--- config.mk ---
export PLATFORM = sky130hd
export DESIGN_NAME = rtp_frame_loss_tracker_flat
export DESIGN_NICKNAME = d
export VERILOG_FILES = /design/src/rtl/rfl_pkg.sv /design/src/rtl/rfl_in_if.sv /design/src/rtl/rfl_out_if.sv /design/src/rtl/rtp_frame_loss_tracker.sv /design/src/flat_wrapper.sv
export SDC_FILE = /design/constraint.sdc
export NUM_CORES = 2
export LEC_CHECK = 0
export BUFFER_PORTS_ARGS = -buffer_cell sky130_fd_sc_hd__buf_2
export CAP_MARGIN = 15
export CORE_MARGIN = 1
export CORE_UTILIZATION = 30
export DETAILED_ROUTE_END_ITERATION = 8
export SLEW_MARGIN = 30
export SYNTH_ARGS = -nofsm -noshare
export SYNTH_HDL_FRONTEND = slang
export SYNTH_SLANG_ARGS = --single-unit
export TNS_END_PERCENT = 30
--- constraint.sdc ---
create_clock -name clk -period 12.26 [get_ports clk]
set_clock_uncertainty 0.05 [all_clocks]
set_input_delay 1.839 -clock clk [delete_from_list [all_inputs] [get_ports clk]]
set_output_delay 1.839 -clock clk [all_outputs]
set_load 0.005 [all_outputs]
--- src/rtl/rfl_pkg.sv ---
package rfl_pkg;

  // width of the internal saturating counters, 16 to 64
  localparam int COUNT_WIDTH = 32;
  localparam int SEQ_W       = 16;
  localparam int OUT_CNT_W   = 32;
  localparam int INC_W       = 18;
  localparam int SUM_W       = COUNT_WIDTH + INC_W + 1;

  localparam logic [SEQ_W-1:0]       SEQ_TOP   = 16'hFFFF;
  localparam logic [COUNT_WIDTH-1:0] COUNT_MAX = {COUNT_WIDTH{1'b1}};

  localparam logic ACT_PACKET = 1'b0;
  localparam logic ACT_FLUSH  = 1'b1;

  typedef logic [COUNT_WIDTH-1:0] cnt_t;

  typedef struct packed {
    logic        action;
    logic [15:0] seq_num;
    logic [31:0] session_id;
    logic [31:0] timestamp;
    logic        marker;
    logic [7:0]  packet_blocks;
    logic [15:0] image_blocks;
  } rfl_in_t;

  typedef struct packed {
    logic        dropped;
    logic        closed_previous;
    logic        opened_frame;
    logic        closed_frame;
    logic [31:0] lost_count;
    logic [31:0] received_count;
    logic [31:0] dropped_count;
    logic [31:0] frame_count;
    logic [31:0] blocks_in_count;
    logic [31:0] blocks_dropped_count;
    logic [31:0] blocks_expected_count;
  } rfl_out_t;

  // accumulator never exceeds COUNT_MAX, so one add and compare does it
  function automatic cnt_t sat_add(input cnt_t acc, input logic [INC_W-1:0] inc);
    logic [SUM_W-1:0] sum;
    sum = SUM_W'(acc) + SUM_W'(inc);
    if (sum > SUM_W'(COUNT_MAX)) begin
      return COUNT_MAX;
    end
    return sum[COUNT_WIDTH-1:0];
  endfunction

  function automatic logic [OUT_CNT_W-1:0] report(input cnt_t cnt);
    logic [63:0] wide;
    wide = 64'(cnt);
    return wide[OUT_CNT_W-1:0];
  endfunction

endpackage

--- src/rtl/rfl_in_if.sv ---
interface rfl_in_if;
  import rfl_pkg::*;

  logic    valid;
  logic    ready;
  rfl_in_t data;

  modport source (output valid, output data, input ready);
  modport sink   (input valid, input data, output ready);
endinterface

--- src/rtl/rfl_out_if.sv ---
interface rfl_out_if;
  import rfl_pkg::*;

  logic     valid;
  logic     ready;
  rfl_out_t data;

  modport source (output valid, output data, input ready);
  modport sink   (input valid, input data, output ready);
endinterface

--- src/rtl/rtp_frame_loss_tracker.sv ---
// each result is registered in the main output entry, or in the skid entry while the output stalls
// throughput: one item per cycle while the skid entry is empty; tracking state updates in the transfer cycle
// a two-entry output register (main plus skid) decouples in_ready from out_ready
// reset: synchronous active-low rst_n clears tracking state, counters and
// output valids; payload registers are not reset
module rtp_frame_loss_tracker (
  input  logic      clk,
  input  logic      rst_n,
  rfl_in_if.sink    in_ch,
  rfl_out_if.source out_ch
);
  import rfl_pkg::*;

  logic              started_r;
  logic [31:0]       session_r;
  logic [SEQ_W-1:0]  exp_seq_r;
  logic [SEQ_W-1:0]  last_seq_r;
  logic              frame_open_r;
  logic [31:0]       frame_stamp_r;
  logic [15:0]       last_iblk_r;
  cnt_t              lost_r, recv_r, drop_r, frame_r, bin_r, bdrop_r, bexp_r;

  logic              out_valid_r, skid_valid_r;
  rfl_out_t          out_r, skid_r;

  rfl_in_t           pkt;
  logic              accept, is_pkt, resync, new_stamp;
  logic              drop, prev_close, open_f, close_f;
  logic [SEQ_W-1:0]  exp_base, back, exp_seq_nxt;
  logic [SEQ_W:0]    fwd;
  logic [SEQ_W:0]    lost_inc;
  logic [1:0]        n_close;
  logic [15:0]       close_blocks;
  logic [INC_W-1:0]  bexp_inc;
  logic              frame_open_nxt;
  cnt_t              lost_nxt, recv_nxt, drop_nxt, frame_nxt, bin_nxt, bdrop_nxt, bexp_nxt;
  rfl_out_t          res;

  assign pkt    = in_ch.data;
  assign accept = in_ch.valid && in_ch.ready;
  assign is_pkt = (pkt.action == ACT_PACKET);

  // sequence tracking
  always_comb begin
    resync   = started_r && (session_r != pkt.session_id);
    fwd      = (SEQ_W+1)'(SEQ_TOP) - (SEQ_W+1)'(exp_seq_r) + (SEQ_W+1)'(pkt.seq_num);
    back     = exp_seq_r - pkt.seq_num;
    lost_inc = '0;
    exp_base = exp_seq_r;
    if (!started_r || resync) begin
      exp_base = pkt.seq_num;
    end else if (exp_seq_r < pkt.seq_num) begin
      lost_inc = (SEQ_W+1)'(pkt.seq_num - exp_seq_r);
      exp_base = pkt.seq_num;
    end else if (exp_seq_r > pkt.seq_num) begin
      // wrap-around jump only when shorter than stepping back
      if (fwd < (SEQ_W+1)'(back)) begin
        lost_inc = fwd + 1'b1;
        exp_base = pkt.seq_num;
      end
    end
    exp_seq_nxt = exp_base + 1'b1;
  end

  // frame tracking
  always_comb begin
    new_stamp  = frame_open_r && (pkt.timestamp != frame_stamp_r);
    drop       = is_pkt && new_stamp && (pkt.seq_num < last_seq_r);
    prev_close = is_pkt ? (new_stamp && !drop) : frame_open_r;
    open_f     = is_pkt && !drop && (!frame_open_r || prev_close);
    close_f    = is_pkt && !drop && pkt.marker;
    if (!is_pkt) begin
      frame_open_nxt = 1'b0;
    end else if (drop) begin
      frame_open_nxt = frame_open_r;
    end else begin
      frame_open_nxt = !pkt.marker;
    end
    n_close      = {1'b0, prev_close} + {1'b0, close_f};
    close_blocks = is_pkt ? pkt.image_blocks : last_iblk_r;
    case (n_close)
      2'd0:    bexp_inc = '0;
      2'd1:    bexp_inc = INC_W'(close_blocks);
      2'd2:    bexp_inc = INC_W'({close_blocks, 1'b0});
      default: bexp_inc = '0;
    endcase
  end

  // counters
  always_comb begin
    lost_nxt  = is_pkt ? sat_add(lost_r, INC_W'(lost_inc)) : lost_r;
    recv_nxt  = sat_add(recv_r, INC_W'(is_pkt && !drop));
    drop_nxt  = sat_add(drop_r, INC_W'(drop));
    frame_nxt = sat_add(frame_r, INC_W'(n_close));
    bin_nxt   = (is_pkt && !drop) ? sat_add(bin_r, INC_W'(pkt.packet_blocks)) : bin_r;
    bdrop_nxt = drop ? sat_add(bdrop_r, INC_W'(pkt.packet_blocks)) : bdrop_r;
    bexp_nxt  = sat_add(bexp_r, bexp_inc);

    res.dropped               = drop;
    res.closed_previous       = prev_close;
    res.opened_frame          = open_f;
    res.closed_frame          = close_f;
    res.lost_count            = report(lost_nxt);
    res.received_count        = report(recv_nxt);
    res.dropped_count         = report(drop_nxt);
    res.frame_count           = report(frame_nxt);
    res.blocks_in_count       = report(bin_nxt);
    res.blocks_dropped_count  = report(bdrop_nxt);
    res.blocks_expected_count = report(bexp_nxt);
  end

  always_ff @(posedge clk) begin
    if (!rst_n) begin
      started_r     <= 1'b0;
      session_r     <= '0;
      exp_seq_r     <= '0;
      last_seq_r    <= '0;
      frame_open_r  <= 1'b0;
      frame_stamp_r <= '0;
      last_iblk_r   <= '0;
      lost_r        <= '0;
      recv_r        <= '0;
      drop_r        <= '0;
      frame_r       <= '0;
      bin_r         <= '0;
      bdrop_r       <= '0;
      bexp_r        <= '0;
    end else if (accept) begin
      frame_open_r <= frame_open_nxt;
      frame_r      <= frame_nxt;
      bexp_r       <= bexp_nxt;
      if (open_f) begin
        frame_stamp_r <= pkt.timestamp;
      end
      if (is_pkt) begin
        started_r   <= 1'b1;
        session_r   <= pkt.session_id;
        exp_seq_r   <= exp_seq_nxt;
        last_seq_r  <= pkt.seq_num;
        last_iblk_r <= pkt.image_blocks;
        lost_r      <= lost_nxt;
        recv_r      <= recv_nxt;
        drop_r      <= drop_nxt;
        bin_r       <= bin_nxt;
        bdrop_r     <= bdrop_nxt;
      end
    end
  end

  // output register with skid entry
  assign in_ch.ready  = !skid_valid_r;
  assign out_ch.valid = out_valid_r;
  assign out_ch.data  = out_r;

  always_ff @(posedge clk) begin
    if (!rst_n) begin
      out_valid_r  <= 1'b0;
      skid_valid_r <= 1'b0;
    end else if (!out_valid_r || out_ch.ready) begin
      if (skid_valid_r) begin
        out_valid_r  <= 1'b1;
        skid_valid_r <= 1'b0;
      end else begin
        out_valid_r <= accept;
      end
    end else if (accept) begin
      skid_valid_r <= 1'b1;
    end
  end

  always_ff @(posedge clk) begin
    if (!out_valid_r || out_ch.ready) begin
      if (skid_valid_r) begin
        out_r <= skid_r;
      end else if (accept) begin
        out_r <= res;
      end
    end else if (accept) begin
      skid_r <= res;
    end
  end

endmodule

--- src/flat_wrapper.sv ---
// flat-port wrapper written by rule: the top's interface ports become plain ports
module rtp_frame_loss_tracker_flat import rfl_pkg::*;
  (clk, rst_n, in_ch_valid, in_ch_data, in_ch_ready, out_ch_valid, out_ch_data, out_ch_ready);
  rfl_in_if in_ch_i ();
  rfl_out_if out_ch_i ();
  input  logic clk;
  input  logic rst_n;
  input wire logic [$bits(in_ch_i.valid)-1:0] in_ch_valid;
  input wire logic [$bits(in_ch_i.data)-1:0] in_ch_data;
  output wire logic [$bits(in_ch_i.ready)-1:0] in_ch_ready;
  output wire logic [$bits(out_ch_i.valid)-1:0] out_ch_valid;
  output wire logic [$bits(out_ch_i.data)-1:0] out_ch_data;
  input wire logic [$bits(out_ch_i.ready)-1:0] out_ch_ready;
  assign in_ch_i.valid = in_ch_valid;
  assign in_ch_i.data = in_ch_data;
  assign in_ch_ready = in_ch_i.ready;
  assign out_ch_valid = out_ch_i.valid;
  assign out_ch_data = out_ch_i.data;
  assign out_ch_i.ready = out_ch_ready;
  rtp_frame_loss_tracker u_core (.clk(clk), .rst_n(rst_n), .in_ch(in_ch_i), .out_ch(out_ch_i));
endmodule
Word-level counts from Yosys, hierarchy flattened
Cells that the tools add are included.
- memory bits (read-only): 0
- bits in latches: 0
- memory bits (writable): 0
- memories: 0
- word-level logic and storage cells: 136
- register bits after elaboration: 796
- output and inout bits: 230
- input port bits: 110
- div/mod/pow operators: 0
- multiply operators: 0
- bitwise logic cells: 3
- add/sub/neg operators: 14
- shift operators: 0
- order comparisons: 11
- reduce and logical (&&, ||, !) cells: 25
- mux-type cells: 40
- eq/ne operators: 5
- operators with widths (operator ; number):
    $mux W32 ; 17
    $mux W228 ; 2
    $gt A51 B32 Y1 const B ; 7
    $mux W16 ; 5
    $mux W17 ; 4
    $add A32 B1 Y33 ; 2
    $add A32 B17 Y33 ; 2
    $add A32 B8 Y33 ; 2
    $ne A32 B32 Y1 ; 2
    $pmux W17 S2 ; 1
    $add A32 B2 Y33 ; 1
    $lt A16 B16 Y1 ; 2
    $add A17 B1 Y17 const B ; 1
    $add A17 B16 Y17 ; 1
    $lt A17 B16 Y1 ; 1
    $sub A16 B16 Y17 ; 1
    $sub A16 B16 Y17 const A ; 1
    $add A16 B1 Y16 const B ; 1
    $gt A16 B16 Y1 ; 1
    $sub A16 B16 Y16 ; 1
    $mux W1 ; 11
    $reduce_and A2 Y1 ; 5
    $logic_and A1 B1 Y1 ; 9
    $logic_not A1 Y1 ; 6
    8 further kinds ; 12

Depth between registers and ports, before layout
- depth in word-level cells: 16
- mapped depth: 32
- mapped depth without buffers: 31

Worst setup path after synthesis
Ideal clock, no wire load.
- path type: input -> register
- from: in in_ch_valid
- to: reg u_core.skid_r[0] (netlist name) (enable)
- data required time: 11390 ps
- arrival: 11640 ps
- stages: 3
- buffers on the path: 1
- setup time: 820 ps
- slack: -251 ps
- cell sequence: nand2_1 -> clkbuf_1 -> nor2_1
- cells in the longest elaborated chain, start to end: 2
- ends and longest elaborated chain (element ; line ; RTL):
    start, declared ; flat_wrapper.sv:8 ; input wire logic [$bits(in_ch_i.valid)-1:0] in_ch_valid;
    $logic_and A1 B1 Y1 ; rtp_frame_loss_tracker.sv:40 ; assign accept = in_ch.valid && in_ch.ready;
    $reduce_and A2 Y1 (no source line) ; - ;
    end signal, assigned ; rtp_frame_loss_tracker.sv:179 ; skid_r <= res;
    end, declared ; rtp_frame_loss_tracker.sv:24 ; rfl_out_t out_r, skid_r;
No other way between the ends.
A chain may end at the register's enable or synchronous reset.

Worst setup path after layout
- from: in in_ch_data[96]
- to: reg u_core.out_r, in the netlist u_core.out_ch.data[209] (data pin)
- cells in the longest elaborated chain, start to end: 13
- elaborated cells between the ends (all ways): 18
- those cells by class: add/sub: 5; order compare: 4; mux: 9
- ends and longest elaborated chain (element ; line ; RTL):
    start, declared ; flat_wrapper.sv:9 ; input wire logic [$bits(in_ch_i.data)-1:0] in_ch_data;
    $add A17 B16 Y17 / $sub A16 B16 Y16 (equally long branches) ; rtp_frame_loss_tracker.sv:46, rtp_frame_loss_tracker.sv:47 ;
    $add A17 B1 Y17 / $lt A17 B16 Y1 (equally long branches) ; rtp_frame_loss_tracker.sv:58, rtp_frame_loss_tracker.sv:57 ;
    $mux W17 ; rtp_frame_loss_tracker.sv:57 ; if (fwd < (SEQ_W+1)'(back)) begin
    $mux W17 ; rtp_frame_loss_tracker.sv:55 ; end else if (exp_seq_r > pkt.seq_num) begin
    $mux W17 * ; rtp_frame_loss_tracker.sv:52 ; end else if (exp_seq_r < pkt.seq_num) begin
    $mux W17 * ; rtp_frame_loss_tracker.sv:50 ; if (!started_r || resync) begin
    $add A32 B17 Y33 * ; rfl_pkg.sv:45 ; sum = SUM_W'(acc) + SUM_W'(inc);
    $gt A51 B32 Y1 ; rfl_pkg.sv:46 ; if (sum > SUM_W'(COUNT_MAX)) begin
    $mux W1 ; rfl_pkg.sv:46 ;
    $mux W32 * ; rfl_pkg.sv:49 ; return sum[COUNT_WIDTH-1:0];
    $mux W32 * ; rtp_frame_loss_tracker.sv:91 ; lost_nxt = is_pkt ? sat_add(lost_r, INC_W'(lost_inc)) : lost_r;
    via u_core.lost_nxt[17] ; rtp_frame_loss_tracker.sv:36 ; cnt_t lost_nxt, recv_nxt, drop_nxt, frame_nxt, bin_nxt, bdrop_nxt, bexp_nxt;
    $mux W228 * ; rtp_frame_loss_tracker.sv:175 ; end else if (accept) begin
    $mux W228 * ; rtp_frame_loss_tracker.sv:173 ; if (skid_valid_r) begin
    end signal, assigned ; rtp_frame_loss_tracker.sv:174 ; out_r <= skid_r;
    end signal, assigned ; rtp_frame_loss_tracker.sv:176 ; out_r <= res;
    end, declared ; rtp_frame_loss_tracker.sv:24 ;
Mark *: on every way through the listed nets, which the timed path passes. The rest lies on a longest branch. The select of a mux whose other input is x is not followed.

==> results.yml <==
floorplanning:
  num_io_pins: 340
  fp.dieArea_um2: 137000
  row_count: 134
  die-width_um: 370.1
  die_y_um: 370.1
  core-area_um2: 134000
  initial_core_util_pct: 30.35
final_layout:
  nFillCells: 13440
  layout.cells.non_filler: 6131
  area_growth_pct: 16.01
  drive_gt1_share_pct: 18.62
  final_area_um2: 47160
  multi_input_area_um2: 18840
  final_nets: 4523
  regArea_um2: 20500
worst_setup_path:
  critPathLaunchType: "input port"
  cp_slowest_cell: "nor3_1"
  r2r_setup_slack_ns: 4.03
  r2r_cells: 29
  reg2reg_from: "u_core.exp_seq_r[7]"
  cp-end-kind: "flip-flop"
  critPathTopFamily: "compound AO/OA/AOI/OAI gates"
  crit_type: "in2reg"
  arrival_ns: 9.61
  path_depth: 31
  max_stage_delay_ns: 0.73
  cp_num_buf_inv: 3
  crit_path_max_fanout: 11
  reg2reg_to: "u_core.out_ch.data[209]"
  critPathMostFrequentCell: "a21o_1"
  cp.required_ns: 12.67
grt:
  antenna_found_initial: 15
  grt_pass1_wl_mm: 176.6
  grt-ovfl-total: 0
  track_usage_pct: 16.44
  grt_pass1_vias: 30110
  grt_max_degree: 143
synthesis:
  synth_xor_xnor_area_share_pct: 5.774
  syn_inst: 4039
  ys.flop_type: "edfxtp_1"
  synth_fa_ha_area_share_pct: 4.131
  synth_compound_area_share_pct: 12.59
  yosysTopAreaCell: "edfxtp_1"
  synthTopCellsByCount: "nand2_1 (477), edfxtp_1 (456), nor2_1 (399), dfxtp_1 (340), a21oi_1 (299)"
  syn-num-nets: 4279
  yosysMostFrequentCell: "nand2_1"
  yosys.area_share.simple_pct: 15.68
  ys_seq_area_share_pct: 50.43
  synth_top_family_by_area: "simple AND/OR/NAND/NOR gates"
  ys_ff_latch: 796
  ys_warn_count: 0
  synthTopCellsByArea: "edfxtp_1 (34%), dfxtp_1 (17%), mux2_2 (6.3%)"
  async_flop_share_pct: 0
  synth_edf_count: 456
  avgSynthCellArea_um2: 10.06
  syn_area_um2: 40650
  netlist.area_leader.share_pct: 33.68
  yosys.cell_types.count: 90
  synthMuxAreaShare_pct: 8.012
sta:
  finalHoldViolCount: 0
  slew_viol_final: 0
  rsz0062_at_grt: "false"
  post-route-period-util_pct: 75.09
  finalSetupTns_ns: 0
  period_needed_ns: 9.206
  whs_ns: 0.4033
  tightest_slew_ns: 0.9697
  post-route-worst-setup-slack_ns: 3.054
  maxSlewHeadroom_pct: 35.17
  fmax_mhz: 108.6
  finalSetupViolCount: 0
power:
  vdd_drop_max_mv: 0.1030
  leakage_nw: 18.61
  powerDensity_nw_per_um2: 138.5
placement:
  dpl.cell_count: 5958
  dp_slack_ns: 2.347
  placed_cell_area_um2: 44030
  gp_congestion: 0.8719
  port_buffers: 339
  hpwl_mm: 78.64
run_status:
  status: "finished, final reports clean"
routing:
  detail-route-antenna-nets: 0
  routed_wirelength_mm: 114.9
  dr.pass1.iters: 5
  via_per_inst: 5.081
  drt_iter0_drc: 2249
  drc: 0
  vias: 31150
  wire_per_inst_um: 18.74
clock_tree:
  cts_setup_buffers: 0
  cts_resized: 0
  numClockSinks: 796
  cts.clk_slew.worst_paths_ns: 0.06
  clockBufferDepth: 3
  h-tree-depth: 3
  cts_made_buffers: 91
  clk_latency_ns: 0.71
  cts_tree: "built"
  cts_hold_buf: 0
  ctsRootBufferMaster: "clkbuf_16"
hold_path:
  min_to: "u_core.last_iblk_r[7]"
  hold_path.class: "reg2reg"
  min_path_cells: 2
  min_from: "u_core.last_iblk_r[7]"
job:
  cap_violations: 0
## layer usage
layer / vias up / GRT usage, % / part of all wire [%]
met3: 180 / 5.063 / 7.8
met4: 16 / 4.339 / 2.1
met5: - / 0 / 0.093
met2: 875 / 25.56 / 44
met1: 15000 / 22.00 / 46
li1: 15070 / - / -
## layout by cell type (no fill, tap or decap), types with 18 or more instances in the layout
| cell type | n |
|---|---|
| nand2b_1 | 24 |
| and4_1 | 20 |
| mux2_2 | 229 |
| and3_1 | 69 |
| a211oi_1 | 23 |
| o21ai_0 | 129 |
| nand2_1 | 474 |
| nor2_1 | 395 |
| inv_1 | 121 |
| a21o_1 | 52 |
| xor2_1 | 145 |
| and2_1 | 21 |
| nor2b_1 | 18 |
| buf_2 | 339 |
| clkinv_2 | 20 |
| buf_4 | 34 |
| a311oi_1 | 40 |
| nand4_1 | 53 |
| nand3_1 | 101 |
| edfxtp_1 | 456 |
| o22ai_1 | 21 |
| dfxtp_1 | 339 |
| ha_1 | 123 |
| clkbuf_16 | 92 |
| xnor2_1 | 123 |
| a31oi_1 | 74 |
| a21oi_1 | 299 |
| nor4_1 | 36 |
| clkbuf_1 | 18 |
| mux2i_1 | 63 |
| nor3_1 | 134 |
## worst max-delay path by stage
stage | start | end | slack [ns]
after CTS | in_ch_data[96] | u_core.out_ch.data[209] | 3.17
after global routing | in_ch_data[96] | u_core.out_ch.data[212] | 2.50
after detailed placement | in_ch_data[96] | u_core.out_ch.data[209] | 2.35
after floorplan | in_ch_valid | u_core.skid_r[0] | 3.63
final | in_ch_data[96] | u_core.out_ch.data[209] | 3.05
after global placement | in_ch_data[96] | u_core.out_ch.data[209] | 2.48
## final cells by class
| type | count | area share [%] |
|---|---|---|
| antenna | 3 | 0.01592 |
| clock buffer | 116 | 5.200 |
| clock inverter | 54 | 1.401 |
| inverter | 124 | 1.019 |
| multi-input combinational | 2894 | 39.95 |
| sequential | 796 | 43.47 |
| tap | 1768 | 4.691 |
| timing repair buffer | 376 | 4.248 |
## cell families after synthesis
logic type	count (synthesis)
muxes	295
xor gates and xnor gates	268
AOI/OAI and AO/OA	804
adders and majority gates	130
buffers and inverters	349
and+or+nand+nor	1397
DFF	796
## through the flow
stage	total power, W	utilization (%)
final	0.006530	35.20
after global routing	0.006807	35.20
after detailed placement	0.003746	32.87
after global placement	0.003738	32.86
after CTS	0.006627	35.19
after floorplan	0.003494	-
## registers in the layout, summed over array words and instances, names as in the netlist, 32 cells and up
register / flops
u_core.bdrop_r: 32
u_core.bexp_r: 32
u_core.bin_r: 32
u_core.drop_r: 32
u_core.frame_r: 32
u_core.frame_stamp_r: 32
u_core.lost_r: 32
u_core.out_ch.data: 228
u_core.recv_r: 32
u_core.session_r: 32
u_core.skid_r: 228
## report_power, final
part	internal, W	total [W]	switching (W)
sequential	0.00295	0.00300	0.0000580
clock	0.00168	0.00284	0.00116
combinational	0.000250	0.000681	0.000431
total	0.00488	0.00653	0.00165
## worst min-delay path: cells and delay by family (launching register included)
family,cells,cell delay [ns]
AO/OA/AOI/OAI,1,0.05
flip-flops,1,0.31
AND/OR/NAND/NOR,1,0.05
(Power assumes the default switching activity.)
